$ cat src/rtl/cpr_pkg.sv
// Shared constants and types for the clock page replacement block.
package cpr_pkg;

  localparam int SLOT_COUNT = 16;
  localparam int PAGE_WIDTH = 16;
  localparam int SLOT_W     = $clog2(SLOT_COUNT);
  localparam int CNT_W      = $clog2(SLOT_COUNT + 1);
  localparam int ENTRY_W    = PAGE_WIDTH + 1;   // {dirty, page}
  localparam int ADDR_W     = 3;
  localparam int DATA_W     = 32;

  localparam logic REG_SLOTS_IN_USE = 1'b0;     // register index, paddr[2]

  typedef enum logic [2:0] {
    ST_IDLE,
    ST_LOOK,
    ST_SWEEP,
    ST_VREAD,
    ST_FIN
  } cpr_state_t;

endpackage

$ cat src/rtl/cpr_ram.sv
// Generic single-write, single-read RAM with registered read data.
module cpr_ram #(
  parameter int WIDTH = 8,
  parameter int DEPTH = 16
) (
  input  logic                     clk,
  input  logic                     we,
  input  logic [$clog2(DEPTH)-1:0] waddr,
  input  logic [WIDTH-1:0]         wdata,
  input  logic [$clog2(DEPTH)-1:0] raddr,
  output logic [WIDTH-1:0]         rdata
);

  logic [WIDTH-1:0] mem [DEPTH];

  always_ff @(posedge clk) begin
    if (we) begin
      mem[waddr] <= wdata;
    end
    rdata <= mem[raddr];
  end

endmodule

$ cat src/rtl/clock_page_replacement.sv
// Top level: second-chance clock page replacement over a RAM of frame slots.
// A hit in slot i ends the lookup scan at slot i; a fault that fills a free slot scans all n
// active slots first; an eviction scans them, then takes s sweep steps (1 <= s <= n+1) and
// a victim read, n = active slot count. Lookup scans one RAM entry per cycle.
// One request at a time; the next request is taken the cycle after the result enters the
// output register.
// Reset (synchronous, rst_n low) clears valid/reference marks, hand, fill count and sets
// slots_in_use to 16; the page RAM needs no clearing pass.
module clock_page_replacement
  import cpr_pkg::*;
(
  input  logic                  clk,
  input  logic                  rst_n,
  // request channel
  input  logic                  in_valid,
  output logic                  in_ready,
  input  logic [PAGE_WIDTH-1:0] in_page_number,
  input  logic                  in_is_write,
  // result channel
  output logic                  out_valid,
  input  logic                  out_ready,
  output logic                  out_fault,
  output logic [3:0]            out_slot_index,
  output logic                  out_evicted,
  output logic [15:0]           out_victim_page,
  output logic                  out_victim_dirty,
  // APB-style configuration port
  input  logic                  psel,
  input  logic                  penable,
  input  logic                  pwrite,
  input  logic [ADDR_W-1:0]     paddr,
  input  logic [DATA_W-1:0]     pwdata,
  output logic [DATA_W-1:0]     prdata,
  output logic                  pready
);

  // ---------------------------------------------------------------- registers
  cpr_state_t             state_r, state_nxt;
  logic [CNT_W-1:0]       slots_r, slots_nxt;      // raw slots_in_use register
  logic [SLOT_COUNT-1:0]  valid_r, valid_nxt;
  logic [SLOT_COUNT-1:0]  ref_r, ref_nxt;
  logic [SLOT_W-1:0]      hand_r, hand_nxt;
  logic [CNT_W-1:0]       fill_r, fill_nxt;
  logic [SLOT_W-1:0]      idx_r, idx_nxt;          // lookup scan position
  logic [SLOT_W-1:0]      victim_r, victim_nxt;
  logic [PAGE_WIDTH-1:0]  page_r, page_nxt;        // request being served
  logic                   wr_r, wr_nxt;

  // result held until the output register frees up
  logic                   res_fault_r, res_fault_nxt;
  logic [SLOT_W-1:0]      res_slot_r, res_slot_nxt;
  logic                   res_ev_r, res_ev_nxt;
  logic [PAGE_WIDTH-1:0]  res_vpage_r, res_vpage_nxt;
  logic                   res_vdirty_r, res_vdirty_nxt;

  // output register
  logic                   out_valid_r, out_valid_nxt;
  logic                   out_fault_r, out_fault_nxt;
  logic [SLOT_W-1:0]      out_slot_r, out_slot_nxt;
  logic                   out_ev_r, out_ev_nxt;
  logic [PAGE_WIDTH-1:0]  out_vpage_r, out_vpage_nxt;
  logic                   out_vdirty_r, out_vdirty_nxt;

  // ---------------------------------------------------------------- page RAM
  // Each entry is {dirty, page}; only read behind a set valid bit.
  logic                   ram_we;
  logic [SLOT_W-1:0]      ram_waddr;
  logic [ENTRY_W-1:0]     ram_wdata;
  logic [SLOT_W-1:0]      ram_raddr;
  logic [ENTRY_W-1:0]     ram_rdata;

  cpr_ram #(
    .WIDTH (ENTRY_W),
    .DEPTH (SLOT_COUNT)
  ) u_page_ram (
    .clk   (clk),
    .we    (ram_we),
    .waddr (ram_waddr),
    .wdata (ram_wdata),
    .raddr (ram_raddr),
    .rdata (ram_rdata)
  );

  logic [PAGE_WIDTH-1:0]  rd_page;
  logic                   rd_dirty;
  assign rd_page  = ram_rdata[PAGE_WIDTH-1:0];
  assign rd_dirty = ram_rdata[PAGE_WIDTH];

  // ---------------------------------------------------------------- decode
  // Active slot count: zero acts as one, oversize clamps to SLOT_COUNT.
  logic [CNT_W-1:0]       n_act;
  always_comb begin
    priority if (slots_r == '0) begin
      n_act = CNT_W'(1);
    end else if (slots_r > CNT_W'(SLOT_COUNT)) begin
      n_act = CNT_W'(SLOT_COUNT);
    end else begin
      n_act = slots_r;
    end
  end

  logic look_hit, look_last, have_free, out_free;
  logic [CNT_W-1:0] hand_inc;
  logic [SLOT_W-1:0] hand_adv;

  assign look_hit  = valid_r[idx_r] && (rd_page == page_r);
  assign look_last = ({1'b0, idx_r} == n_act - CNT_W'(1));
  assign have_free = (fill_r < n_act);
  assign out_free  = !out_valid_r || out_ready;
  assign hand_inc  = {1'b0, hand_r} + CNT_W'(1);
  assign hand_adv  = (hand_inc == n_act) ? '0 : hand_inc[SLOT_W-1:0];

  // ---------------------------------------------------------------- config port
  logic cfg_wr;
  assign cfg_wr = psel && penable && pwrite && pready;
  assign pready = 1'b1;
  assign prdata = (paddr[2] == REG_SLOTS_IN_USE) ? DATA_W'(slots_r) : '0;

  always_comb begin
    slots_nxt = slots_r;
    if (cfg_wr && paddr[2] == REG_SLOTS_IN_USE) begin
      slots_nxt = pwdata[CNT_W-1:0];
    end
  end

  // ---------------------------------------------------------------- next state
  always_comb begin
    state_nxt = state_r;
    unique case (state_r)
      ST_IDLE: begin
        if (in_valid) state_nxt = ST_LOOK;
      end
      ST_LOOK: begin
        priority if (look_hit) begin
          state_nxt = ST_FIN;
        end else if (look_last) begin
          state_nxt = have_free ? ST_FIN : ST_SWEEP;
        end else begin
          state_nxt = ST_LOOK;
        end
      end
      ST_SWEEP: begin
        if (!ref_r[hand_r]) state_nxt = ST_VREAD;
      end
      ST_VREAD: begin
        state_nxt = ST_FIN;
      end
      ST_FIN: begin
        if (out_free) state_nxt = ST_IDLE;
      end
      default: state_nxt = ST_IDLE;
    endcase
  end

  // ---------------------------------------------------------------- datapath
  always_comb begin
    valid_nxt      = valid_r;
    ref_nxt        = ref_r;
    hand_nxt       = hand_r;
    fill_nxt       = fill_r;
    idx_nxt        = idx_r;
    victim_nxt     = victim_r;
    page_nxt       = page_r;
    wr_nxt         = wr_r;
    res_fault_nxt  = res_fault_r;
    res_slot_nxt   = res_slot_r;
    res_ev_nxt     = res_ev_r;
    res_vpage_nxt  = res_vpage_r;
    res_vdirty_nxt = res_vdirty_r;
    out_valid_nxt  = out_valid_r && !out_ready;
    out_fault_nxt  = out_fault_r;
    out_slot_nxt   = out_slot_r;
    out_ev_nxt     = out_ev_r;
    out_vpage_nxt  = out_vpage_r;
    out_vdirty_nxt = out_vdirty_r;
    ram_we         = 1'b0;
    ram_waddr      = idx_r;
    ram_wdata      = {wr_r, page_r};
    ram_raddr      = '0;
    in_ready       = 1'b0;

    unique case (state_r)
      ST_IDLE: begin
        in_ready  = 1'b1;
        ram_raddr = '0;            // first lookup entry
        if (in_valid) begin
          page_nxt = in_page_number;
          wr_nxt   = in_is_write;
          idx_nxt  = '0;
        end
      end
      ST_LOOK: begin
        ram_raddr = idx_r + SLOT_W'(1);   // prefetch next entry
        priority if (look_hit) begin
          // hit: mark referenced, OR in the write flag
          ram_we         = 1'b1;
          ram_waddr      = idx_r;
          ram_wdata      = {rd_dirty | wr_r, page_r};
          ref_nxt[idx_r] = 1'b1;
          res_fault_nxt  = 1'b0;
          res_slot_nxt   = idx_r;
          res_ev_nxt     = 1'b0;
          res_vpage_nxt  = '0;
          res_vdirty_nxt = 1'b0;
        end else if (look_last) begin
          res_fault_nxt  = 1'b1;
          res_ev_nxt     = 1'b0;
          res_vpage_nxt  = '0;
          res_vdirty_nxt = 1'b0;
          if (have_free) begin
            ram_we                       = 1'b1;
            ram_waddr                    = fill_r[SLOT_W-1:0];
            valid_nxt[fill_r[SLOT_W-1:0]] = 1'b1;
            ref_nxt[fill_r[SLOT_W-1:0]]   = 1'b1;
            res_slot_nxt                 = fill_r[SLOT_W-1:0];
            fill_nxt                     = fill_r + CNT_W'(1);
          end else begin
            // hand left beyond a shrunk slot count restarts at slot 0
            hand_nxt = ({1'b0, hand_r} >= n_act) ? '0 : hand_r;
          end
        end else begin
          idx_nxt = idx_r + SLOT_W'(1);
        end
      end
      ST_SWEEP: begin
        ram_raddr = hand_r;
        hand_nxt  = hand_adv;
        if (!ref_r[hand_r]) begin
          victim_nxt = hand_r;
        end else begin
          ref_nxt[hand_r] = 1'b0;   // second chance
        end
      end
      ST_VREAD: begin
        ram_we              = 1'b1;
        ram_waddr           = victim_r;
        ram_wdata           = {wr_r, page_r};
        valid_nxt[victim_r] = 1'b1;
        ref_nxt[victim_r]   = 1'b1;
        res_slot_nxt        = victim_r;
        res_ev_nxt          = valid_r[victim_r];
        res_vpage_nxt       = valid_r[victim_r] ? rd_page : '0;
        res_vdirty_nxt      = valid_r[victim_r] && rd_dirty;
      end
      ST_FIN: begin
        if (out_free) begin
          out_valid_nxt  = 1'b1;
          out_fault_nxt  = res_fault_r;
          out_slot_nxt   = res_slot_r;
          out_ev_nxt     = res_ev_r;
          out_vpage_nxt  = res_vpage_r;
          out_vdirty_nxt = res_vdirty_r;
        end
      end
      default: begin
      end
    endcase
  end

  // ---------------------------------------------------------------- flops
  always_ff @(posedge clk) begin
    if (!rst_n) begin
      state_r     <= ST_IDLE;
      slots_r     <= CNT_W'(SLOT_COUNT);
      valid_r     <= '0;
      ref_r       <= '0;
      hand_r      <= '0;
      fill_r      <= '0;
      out_valid_r <= 1'b0;
    end else begin
      state_r     <= state_nxt;
      slots_r     <= slots_nxt;
      valid_r     <= valid_nxt;
      ref_r       <= ref_nxt;
      hand_r      <= hand_nxt;
      fill_r      <= fill_nxt;
      out_valid_r <= out_valid_nxt;
    end
  end

  always_ff @(posedge clk) begin
    idx_r        <= idx_nxt;
    victim_r     <= victim_nxt;
    page_r       <= page_nxt;
    wr_r         <= wr_nxt;
    res_fault_r  <= res_fault_nxt;
    res_slot_r   <= res_slot_nxt;
    res_ev_r     <= res_ev_nxt;
    res_vpage_r  <= res_vpage_nxt;
    res_vdirty_r <= res_vdirty_nxt;
    out_fault_r  <= out_fault_nxt;
    out_slot_r   <= out_slot_nxt;
    out_ev_r     <= out_ev_nxt;
    out_vpage_r  <= out_vpage_nxt;
    out_vdirty_r <= out_vdirty_nxt;
  end

  assign out_valid        = out_valid_r;
  assign out_fault        = out_fault_r;
  assign out_slot_index   = out_slot_r;
  assign out_evicted      = out_ev_r;
  assign out_victim_page  = out_vpage_r;
  assign out_victim_dirty = out_vdirty_r;

  // ---------------------------------------------------------------- checks
`ifndef NO_ASSERTIONS
  a_fill_bound: assert property (@(posedge clk) disable iff (!rst_n)
    fill_r <= CNT_W'(SLOT_COUNT))
    else $error("fill count beyond slot count");

  a_sweep_only_full: assert property (@(posedge clk) disable iff (!rst_n)
    (state_r == ST_SWEEP) |-> !have_free)
    else $error("victim sweep with a free slot left");

  a_hit_no_evict: assert property (@(posedge clk) disable iff (!rst_n)
    out_valid_r |-> (out_fault_r || !out_ev_r))
    else $error("hit reported an eviction");

  a_installed_valid: assert property (@(posedge clk) disable iff (!rst_n)
    (state_r == ST_VREAD) |=> valid_r[$past(victim_r)] && ref_r[$past(victim_r)])
    else $error("installed slot not valid and referenced");
`endif

endmodule
$ cat config.mk
export PLATFORM = sky130hd
export DESIGN_NAME = clock_page_replacement
export DESIGN_NICKNAME = d
export VERILOG_FILES = /design/src/rtl/cpr_pkg.sv /design/src/rtl/cpr_ram.sv /design/src/rtl/clock_page_replacement.sv
export SDC_FILE = /design/constraint.sdc
export NUM_CORES = 1
export LEC_CHECK = 0
export CAP_MARGIN = 20
export CORE_ASPECT_RATIO = 0.9
export CORE_MARGIN = 2
export CORE_UTILIZATION = 55
export CTS_BUF_LIST = sky130_fd_sc_hd__clkbuf_2
export DETAILED_ROUTE_END_ITERATION = 10
export DONT_BUFFER_PORTS = 1
export GPL_TIMING_DRIVEN = 1
export PLACE_DENSITY = 0.81
export SYNTH_ARGS = -nofsm -noshare
export SYNTH_HDL_FRONTEND = slang
export SYNTH_SLANG_ARGS = --single-unit
$ cat constraint.sdc
create_clock -name clk -period 5.5 [get_ports clk]
set_input_delay 1.65 -clock clk [delete_from_list [all_inputs] [get_ports clk]]
set_output_delay 1.65 -clock clk [all_outputs]
set_load 0.02 [all_outputs]
* Word level (Yosys, flattened, before mapping)
Memory sizes are Yosys's and may differ from the RTL's. A register that Yosys moved wholly into a read port is not among the register bits. Cells that the tools add are included.
Word-level totals: output and inout port bits 58, register bits 121, memories kept 1, RAM bits 272
Memory list:
- u_page_ram.mem | depth 16, width 17, read ports 1, clocked after memory_dff 1, write ports 1, RTL line cpr_ram.sv:14 | logic [WIDTH-1:0] mem [DEPTH];
Cells by class: order comparisons 11, add/sub/neg operators 4, reductions and logical operators 32, eq/ne operators 19, bitwise logic cells 11, muxes and demuxes 72
Operator list (count):
- two-way mux 16 bit | 10
- OR 16 bit | 5
- one-hot mux 16 bit (2 select lines) | 2
- two-way mux 4 bit | 14
- one-hot mux 16 bit (3 select lines) | 1
- one-hot mux 4 bit (2 select lines) | 5
- two-way mux 17 bit | 2
- less-than comparator 4 x 5 -> 1 bit, second input constant | 4
- inequality test 2 bit, second input constant | 10
- two-way mux 1 bit | 18
- two-way mux 3 bit | 6
- bitwise AND 16 bit | 1
- demux 1 bit (select 4 bit) | 4
- equality test 16 bit | 1
- >= comparator 4 x 1 -> 1 bit, second input constant | 4
- inverter 16 bit | 1
- AND reduction 4 bit | 4
- two-way mux 5 bit | 3
- one-hot mux 3 bit (5 select lines) | 1
- binary-select mux 1 bit (select 4 bit) | 3
- logical AND 1 bit | 10
- AND reduction 2 bit | 5
- nonzero test 2 bit | 4
- equality test 3 x 2 -> 1 bit, second input constant | 2
- 22 further kinds | 29

* Depth between registers and ports, before layout
Gate-level depths: netlist of run 1.
word-level depth 10, depth in mapped cells 13, mapped depth without buffers 11

* Cells and area by module
Synthesis of run 1 repeated with hierarchy kept, for this count alone.
Second synthesis, totals: cells, all modules 1107, area total of the unflattened synthesis 17251.5 um^2
By module, submodules not included:
- cpr_ram | cells each 458, area each 10637.7 um^2, instances 1, seq. area each 8508.2 um^2
- clock_page_replacement | cells each 649, area each 6613.8 um^2, instances 1, seq. area each 3133.0 um^2

* Worst setup path before layout of run 1
OpenSTA, ideal clock, no wires.
path type register -> register, start register slots_r[2], end memory u_page_ram.mem[11][0] (netlist name) (enable), path buffers 1, path slack 0.589 ns, data required time 5.059 ns, library setup time 0.441 ns, arrival 4.470 ns, period minus slack after synthesis 4.911 ns, cell stages (with the launch flop) 12, cells stage by stage dfxtp_1 > nor3_1 > o21ai_0 > ha_1 > nor4b_1 > nor4b_1 > nand4_1 > or3_1 > clkbuf_1 > nor3_2 > a221o_1 > nor4b_1
Between the ends: word-level cells in the longest chain between the ends 10, elaborated cells between the ends (all ways) 17, those cells by class add/sub (1); order compare (2); eq/ne (1); mux (12); reduce/logical (1)
RTL lines:
- from (decl) | RTL line clock_page_replacement.sv:39 | logic [CNT_W-1:0] slots_r, slots_nxt;
- from (signal assigned) | RTL line clock_page_replacement.sv:264 | slots_r <= CNT_W'(SLOT_COUNT);
- from (signal assigned) | RTL line clock_page_replacement.sv:272 | slots_r <= slots_nxt;
- greater-than comparator 5 bit | RTL line clock_page_replacement.sv:95 | end else if (slots_r > CNT_W'(SLOT_COUNT)) begin
- two-way mux 5 bit | RTL line clock_page_replacement.sv:95
- two-way mux 5 bit * | RTL line clock_page_replacement.sv:93 | priority if (slots_r == '0) begin
- subtractor 5 x 1 -> 5 bit or less-than comparator 5 bit (tied branches) | RTL line clock_page_replacement.sv:107, clock_page_replacement.sv:108
- equality test 4 x 5 -> 1 bit or two-way mux 1 bit (tied branches) | RTL line clock_page_replacement.sv:107, clock_page_replacement.sv:210
- two-way mux 1 bit | RTL line clock_page_replacement.sv:205 | end else if (look_last) begin
- two-way mux 1 bit | RTL line clock_page_replacement.sv:194 | priority if (look_hit) begin
- one-hot mux 1 bit (2 select lines) | RTL line clock_page_replacement.sv:182 | unique case (state_r)
- two-way mux 1 bit | RTL line cpr_ram.sv:17 | if (we) begin
- two-way mux 1 bit (not written as such) | RTL line cpr_ram.sv:18 | mem[waddr] <= wdata;
- to (decl) | RTL line cpr_ram.sv:14
Mark *: on every way between the ends. The rest lies on a longest branch, timed or not.

* Worst setup path after layout of run 1
start register page_r[0], end memory u_page_ram.mem[15][3] (netlist name) (enable)
Between the ends: word-level cells in the longest chain between the ends 6, elaborated cells between the ends (all ways) 8, those cells by class eq/ne (1); mux (6); reduce/logical (1)
RTL lines:
- from (decl) | RTL line clock_page_replacement.sv:46 | logic [PAGE_WIDTH-1:0] page_r, page_nxt;
- from (signal assigned) | RTL line clock_page_replacement.sv:284 | page_r <= page_nxt;
- equality test 16 bit * | RTL line clock_page_replacement.sv:106 | assign look_hit = valid_r[idx_r] && (rd_page == page_r);
- logical AND 1 bit * | RTL line clock_page_replacement.sv:106
- two-way mux 1 bit | RTL line clock_page_replacement.sv:194
- one-hot mux 1 bit (2 select lines) | RTL line clock_page_replacement.sv:182
- two-way mux 1 bit | RTL line cpr_ram.sv:17
- two-way mux 1 bit (not written as such) | RTL line cpr_ram.sv:18
Marked as above.

==> results.md, run 1 <==
* Critical Path AT at 5.54 ns
* Post-synthesis mux area share at 0.04612
* Gr usage total at 0.2519
* Fin Clk Skew at around 0.09 ns
* EDFF count, synth at ~340
* Setup_tns at 0 ns
* Die H at 174.1 µm
* Clock transition at path regs at about 0.1 ns
* Initial antenna violation count at 4
* H-tree depth at 3
* Adder-cell area share of the yosys netlist at 0.01485
* ANT nets after route at 0
* Most used cell, CP: buf_4
* Congestion Overflow GR at 0
* PostCTS Resize Cnt at 0
* Post-route DRC violation count at 0
* Post-synthesis compound-gate area fraction at 0.1208
* Slowest stage delay, CP at roughly 0.67 ns
* Initial core utilization at 0.5562
* Clock latency on the worst-skew pair at slightly below 1 ns
* Largest family of logic cells by synthesized area: compound AO/OA/AOI/OAI gates
* Number of setup violations in the final report at 0
* Hold Crit Start: res_vpage_r[14]
* TritonCTS clock tree: built
* Dpl hpwl at roughly 27,000 µm
* CTS Hold Bufs at 0
* Reg2Reg Capture Point: u_page_ram.mem[15][3]
* Largest net degree at the start of global routing at slightly below 80
* Worst hold margin at between 0.3 and 0.4 ns
* Period utilisation layout at 0.8953
* Max_cap viols at 0
* Layout area overhead at 8.615%
* Max rail drop VDD at 0.1945 mV
* Worst path slowest cell: nor2_1
* P_leak at approximately 6.6 nW
* CTS buffer count at 96
* Post-synth top area cell: edfxtp_1
* Clk buf depth at 3
* Yosys top cell area share at 0.5823
* Post-synth ARST share at 0
* Worst slew pin tran at 1.007 ns
* Fmax at between 0.2 and 0.25 GHz
* Synth area leaders: edfxtp_1 58%, dfxtp_1 7.6%, a211oi_1 5.2%
* Vias at between 10,000 and 15,000
* Vias per cell at roughly 6.2
* Status: finished, final reports clean
* Critical Path Sink Type: register
* Worst path top cell family by delay: simple AND/OR/NAND/NOR gates
* Worst endpoint required time at between 6 and 7 ns
* WL per Instance at 21.99 µm
* Crit path max fanout at 17
* Avg Inst Size Synth at approximately 13 µm²
* Hold Crit Class: reg -> reg
* Synth Warn # at 0
* Fin crit period at 4.924 ns
* Power Density at between 300 and 400 nW/µm²
* IO Count at approximately 120
* Critical path launch point type: register
* Most common cell in the netlist: edfxtp_1
* Hold Path Sink: out_victim_page[14]
* Seq cells post-synth at 410
* Synth Cell Area at 17,690 µm²
* CP Cell Sequence: xor2_1, nor4_1, nand4_1, nor2_1, buf_4, inv_1, a31oi_1, a221o_1, and4b_1, buf_4
* Top FF cell, synth: edfxtp_1
* Hold path depth at 0
* Worst R2R Path Depth at 10
* Post-Synth XOR/XNOR Area at 0.01436
* Crit path kind: reg -> reg
* Fillers at 2,456
* Synth Instances at around 1,400
* Share of layout cells above drive strength 1 at 0.1758
* Final hold vios at 0
* RD Place Congestion at between 0.9 and 1
* Crit. path cell count at 10
* Max Slew Vio Count at 0
* First-pass GRT wire length at around 64,000 µm
* Synth top cells by count: 343 x edfxtp_1, 122 x a211oi_1, 111 x nand2_1
* Rows at 62
* IO Port Bufs at 0
* Setup bufs post-CTS at 0
* Normalized max-slew margin at 0.3275
* Placeable Area at between 30,000 and 40,000 µm²
* Die area at 33,620 µm²
* DRT Pass-1 Iters at 5
* Critical R2R Launch: page_r[0]
* Simple-gate share of the synthesized area at 0.1085
* Seq/Total Area, Yosys at 0.6581
* Unrepaired setup endpoints after global routing: no
* Nets@finish at approximately 1,500
* R2R setup slack at about 0.58 ns
* Clk sinks at between 400 and 500
* Die X at between 150 and 200 µm
* Clock tree root driver cell: clkbuf_2
* CP bufs+invs at 3
* Vias in the first global route at 11,403
* Netlist cell types at 56
* WL final at 42,070 µm
* Iter 0 DRT Violations at 1,339
==> area by class of cell <==
type	instances	area, µm²	share of cell area
clock buffers	159	795.8	0.04142
well taps	416	520.5	0.02709
multi-input cells	835	5614	0.2922
clock inverters	21	142.6	0.007424
repair buffers	57	444.2	0.02312
inverters	14	52.55	0.002735
diodes	1	2.502	0.0001302
flip-flops and latches	410	11640	0.6059
==> through the flow <==
step / instances / setup WS (ns) / power, mW / cell area [µm²] / utilization
after floorplan: 1385 / 0.5892 / 3.907 / 17790 / -
after global placement: 1728 / 0.6788 / 4.071 / 18240 / 0.5734
after detailed placement: 1728 / 0.5971 / 4.089 / 18240 / 0.5734
after CTS: 1908 / 0.5558 / 6.092 / 19180 / 0.6030
after global routing: 1913 / 0.4506 / 6.302 / 19210 / 0.6041
final: 1913 / 0.5758 / 6.060 / 19210 / 0.6041
==> registers in the layout, indices dropped and copies added (netlist names), 5 cells and up <==
| signal | count |
|---|---|
| fill_r | 5 |
| out_victim_page | 16 |
| page_r | 16 |
| ref_r | 16 |
| res_vpage_r | 16 |
| slots_r | 5 |
| u_page_ram.mem | 272 |
| u_page_ram.rdata | 17 |
| valid_r | 16 |
==> worst max-delay path by stage <==
stage	from	to	slack (ns)
2_1_floorplan	slots_r[2]	u_page_ram.mem[11][0]	0.59
3_3_place_gp	page_r[0]	u_page_ram.mem[0][14]	0.68
6_report	page_r[0]	u_page_ram.mem[15][3]	0.58
4_1_cts	page_r[0]	u_page_ram.mem[0][6]	0.56
3_5_place_dp	page_r[0]	u_page_ram.mem[0][14]	0.60
5_1_grt	page_r[0]	u_page_ram.mem[15][3]	0.45
==> per-layer routing <==
| metal | part of all wire | vias to the layer above | global-route usage |
|---|---|---|---|
| li1 | - | 5274 | - |
| met1 | 0.41 | 5734 | 0.3602 |
| met2 | 0.46 | 701 | 0.3704 |
| met3 | 0.11 | 107 | 0.06723 |
| met4 | 0.025 | 4 | 0.09470 |
| met5 | 0.00067 | - | 0 |
==> placed cells by master (no fill, tap or decap), drive strengths merged, types with 6 or more instances in the layout <==
cell / Yosys / final
o21ai: 48 / 48
nor3: 21 / 21
ha: 21 / 21
o211ai: 7 / 7
a21o: 6 / 6
o21a: 10 / 10
buf: 50 / 55
inv: 13 / 13
clkinv: 1 / 19
a211oi: 122 / 122
nor4: 11 / 11
mux2i: 50 / 50
nand3: 21 / 21
nand2b: 8 / 8
dfxtp: 67 / 67
edfxtp: 343 / 343
and3: 20 / 20
xnor2: 11 / 11
xor2: 18 / 18
clkbuf: 76 / 161
nand2: 111 / 111
mux4: 14 / 14
a31oi: 46 / 46
a21oi: 73 / 73
nor2: 49 / 49
nor4b: 11 / 11
conb: 2 / 28
nor2b: 12 / 12
and2: 73 / 73
nand4: 6 / 6
==> power breakdown <==
part | switching, mW | internal [mW]
clock network | 1.18 | 0.849
logic | 0.363 | 0.177
registers | 0.0850 | 3.41
total | 1.62 | 4.44
==> cells by family after synthesis <==
logic type / count (synthesis)
AO/OA/AOI/OAI: 330
other: 2
buffers and inverters: 140
adder cells (fa/ha/maj): 21
flip-flops: 410
multiplexers: 64
XOR/XNOR: 29
AND/OR/NAND/NOR: 363
==> worst register-to-register path, delay by kind of cell, from the launching register on <==
kind                   cells  cell delay, ns
AO/OA/AOI/OAI              2            0.69
AND/OR/NAND/NOR            4            2.16
XOR/XNOR                   1            0.28
buffers and inverters      3            0.81
flip-flops                 1            0.65
Power figures use the tool's default switching activity.
==> run 2: changes to the inputs <==
- SYNTH_HIERARCHICAL: default -> 1
==> run 2 against run 1 <==
- maximum frequency increased by 4.6%
- global-route usage decreased by 1.2 points
- core utilization about the same
- clock power about the same
- die area decreased by 2.4%
- largest power group unchanged
==> results.md, run 2 <==
* Status: finished, final reports clean
* Hold Crit Start: res_vpage_r[1]
* Fin crit period at 4.708 ns (-0.2162 ns)
* Critical Path Sink Type: register
* Seq/Total Area, Yosys at 0.6748 (+0.01671)
* First-pass GRT wire length at 57,630 µm (-10%)
* Worst endpoint required time at 6.07 ns (-0.05 ns)
* Number of setup violations in the final report at 0 (unchanged)
* Crit path launch: slots_r[4]
* Sequential cell area at 11,640 µm² (unchanged)
* Critical R2R Launch: slots_r[4]
* Max Used Layer: met5
* Top FF cell, synth: edfxtp_1
* Unrepaired setup endpoints after global routing: no
* Congestion Overflow GR at 0 (unchanged)
* Core Util, Final at 0.6043 (about the same)
* Largest net degree at the start of global routing at 45 (-42%)
* Nets@finish at 1,259 (-16%)
* Die area at 32,800 µm² (-2.4%)
* Rows at 61 (-1.6%)
* Vias in the first global route at 9,930 (-13%)
* Layout area overhead at 8.268%
* Avg Inst Size Synth at 15.58 µm² (+20%)
* Period utilisation layout at 0.8560 (-0.03931)
* Hold path depth at 0 (unchanged)
* Commonest non-fill, non-tap cell in the layout: edfxtp_1
* Critical path launch point type: register
* Clock transition at path regs at 0.09 ns (about the same)
* Initial core utilization at 0.5581 (+0.001929)
* Post-synth top area cell: edfxtp_1
* Fmax at 0.2124 GHz (+4.6%)
* PostCTS Resize Cnt at 0 (unchanged)
* Crit path kind: reg -> reg
* Post-synth ARST share at 0 (unchanged)
* Fin Clk Skew at 0.1340 ns (+0.04621 ns)
* Multi-input gate area at 5161 µm² (-8.1%)
* Most frequent cells in the layout: 343 x edfxtp_1, 150 x clkbuf_2, 73 x mux4_2
* Crit path max fanout at 11 (-6)
* Clk sinks at 410 (unchanged)
* Hold Path Sink: out_victim_page[1]
* Die H at 172.0 µm (-1.2%)
* Clock tree root driver cell: clkbuf_2
* Setup_tns at 0 ns (unchanged)
* EDFF count, synth at 343 (unchanged)
* Final hold vios at 0 (unchanged)
* ANT nets after route at 0 (unchanged)
* IO Port Bufs at 0 (unchanged)
* Synth Instances at 1,107 (-19%)
* Initial antenna violation count at 5 (+1)
* Power Density at 318.0 nW/µm² (+0.83%)
* Worst hold margin at 0.4197 ns (+0.02826 ns)
* CTS Hold Bufs at 0 (unchanged)
* Yosys top cell area share at 0.5970 (+0.01478)
* WL final at 38,000 µm (-9.7%)
* Share of layout cells above drive strength 1 at 0.2377 (+0.06188)
* Synth Cell Area at 17,250 µm² (-2.5%)
* Synth area leaders: edfxtp_1 60%, mux4_2 9.5%, dfxtp_1 7.8%
* CTS buffer count at 98 (+2.1%)
* Setup bufs post-CTS at 0 (unchanged)
* Met3 wire len at 4103 µm (-9.6%)
* RD Place Congestion at 0.8953 (-2.4%)
* Max Slew Vio Count at 0 (unchanged)
* Reg2Reg Capture Point: u_page_ram/mem[3][0]
* Clk buf depth at 3 (unchanged)
* Normalized max-slew margin at 0.2878 (-0.03975)
* Top reg by flops: u_page_ram/mem
* Seq cells post-synth at 410 (unchanged)
* Synth top cells by count: 343 x edfxtp_1, 73 x mux4_2, 67 x dfxtp_1
* Worst slew pin tran at 1.067 ns (+0.06072 ns)
* Fillers at 2,247 (-8.5%)
* Placeable Area at 30,910 µm² (-2.8%)
* Gr usage total at 0.2395 (-0.01238)
* Most common cell in the netlist: edfxtp_1
* Dpl hpwl at 24,120 µm (-9.6%)
* Biggest regs: u_page_ram/mem (272), u_page_ram/rdata (17)
* H-tree depth at 3 (unchanged)
* DRT Pass-1 Iters at 6 (+1)
* Vias per cell at 6.086 (-1.5%)
* Vias at 10,158 (-14%)
* Die X at 190.7 µm (-1.2%)
* Iter 0 DRT Violations at 1,230 (-8.1%)
* Max rail drop VDD at 0.1903 mV (-2.2%)
* Worst R2R Path Depth at 14 (+4)
* DR WL met2 at 17,020 µm (-11%)
* R2R setup slack at 0.79 ns (+0.22 ns)
* Max_cap viols at 0 (unchanged)
* Netlist cell types at 70 (+25%)
* P_leak at 6.373 nW (-2.9%)
* Clock latency on the worst-skew pair at 1.00 ns (+0.02 ns)
* Critical Path AT at 5.27 ns (-0.27 ns)
* Max FFs per register at 272 (unchanged)
* IO Count at 117 (unchanged)
* Post-route DRC violation count at 0 (unchanged)
* M1 WL at 15,920 µm (-7.7%)
* WL per Instance at 22.77 µm (+3.5%)
* Synth Warn # at 6 (+6)
* TritonCTS clock tree: built
* Hold Crit Class: reg -> reg
==> run 2: changes by cell type after synthesis, moves of 8 or more <==
cell	previous run	this run
xnor2_1	11	21
a211oi_1	122	4
a21oi_1	73	41
o21ai_0	48	20
and2_1	73	7
nand2_1	111	66
xor2_1	18	5
a22oi_1	1	38
clkbuf_1	76	35
nor4_1	11	3
nor2b_1	12	33
mux2i_1	50	13
a31oi_1	46	9
mux4_2	14	73
==> run 2: worst max-delay path by stage <==
stage	cells past startpoint	to
after floorplan	13	u_page_ram/mem[0][0]
after global placement	12	u_page_ram/mem[3][14]
after detailed placement	12	u_page_ram/mem[3][8]
after global routing	14	u_page_ram/mem[3][0]
after CTS	12	u_page_ram/mem[3][4]
final	14	u_page_ram/mem[3][0]
==> run 2: worst max-delay path, cell delays in order (launching register included) <==
cell	delay [ns]
dfxtp_1	0.49
clkinv_1	0.32
o21ai_0	0.30
ha_1	0.34
xor2_1	0.18
nand2_1	0.07
mux2i_1	0.30
nand3_4	0.19
nor2_1	0.37
o22ai_1	0.14
a221oi_1	0.32
buf_4	0.22
nand2_1	0.13
nor2_2	0.57
buf_4	0.35
==> run 2: metrics by stage <==
| stage | cell area (µm²) | total power [mW] | instances | setup WS (ns) |
|---|---|---|---|---|
| after floorplan | 17350 | 3.839 | 1133 | 1.151 |
| after global placement | 17680 | 3.938 | 1487 | 1.112 |
| after detailed placement | 17680 | 3.954 | 1487 | 1.044 |
| after CTS | 18650 | 5.989 | 1666 | 0.9194 |
| after global routing | 18680 | 6.187 | 1669 | 0.5552 |
| final | 18680 | 5.940 | 1669 | 0.7921 |
==> run 2: layer usage <==
metal  up-vias  GRT usage
met4         4    0.09572
met1      4984     0.3409
met3        78    0.06799
met2       602     0.3515
met5         -          0
li1       4490          -
==> run 2: cell families after synthesis <==
logic type	after synthesis	share of synthesized area
AND/OR/NAND/NOR	250	0.07209
XOR/XNOR	26	0.01320
flip-flops	410	0.6748
other	2	0.0004353
AO/OA/AOI/OAI	193	0.07862
buffers and inverters	111	0.03496
multiplexers	94	0.1107
adder cells (fa/ha/maj)	21	0.01523
==> run 2: area by class of cell <==
class / count / share of cell area
Multi-Input combinational cell: 612 / 0.2763
Inverter: 20 / 0.004019
Antenna cell: 2 / 0.0002680
Clock inverter: 29 / 0.01139
Timing Repair Buffer: 37 / 0.01715
Tap cell: 409 / 0.02740
Sequential cell: 410 / 0.6233
Clock buffer: 150 / 0.04019
==> run 2: power breakdown <==
part | switching (mW) | internal [mW]
Combinational | 0.223 | 0.175
Clock | 1.18 | 0.875
Sequential | 0.0881 | 3.40
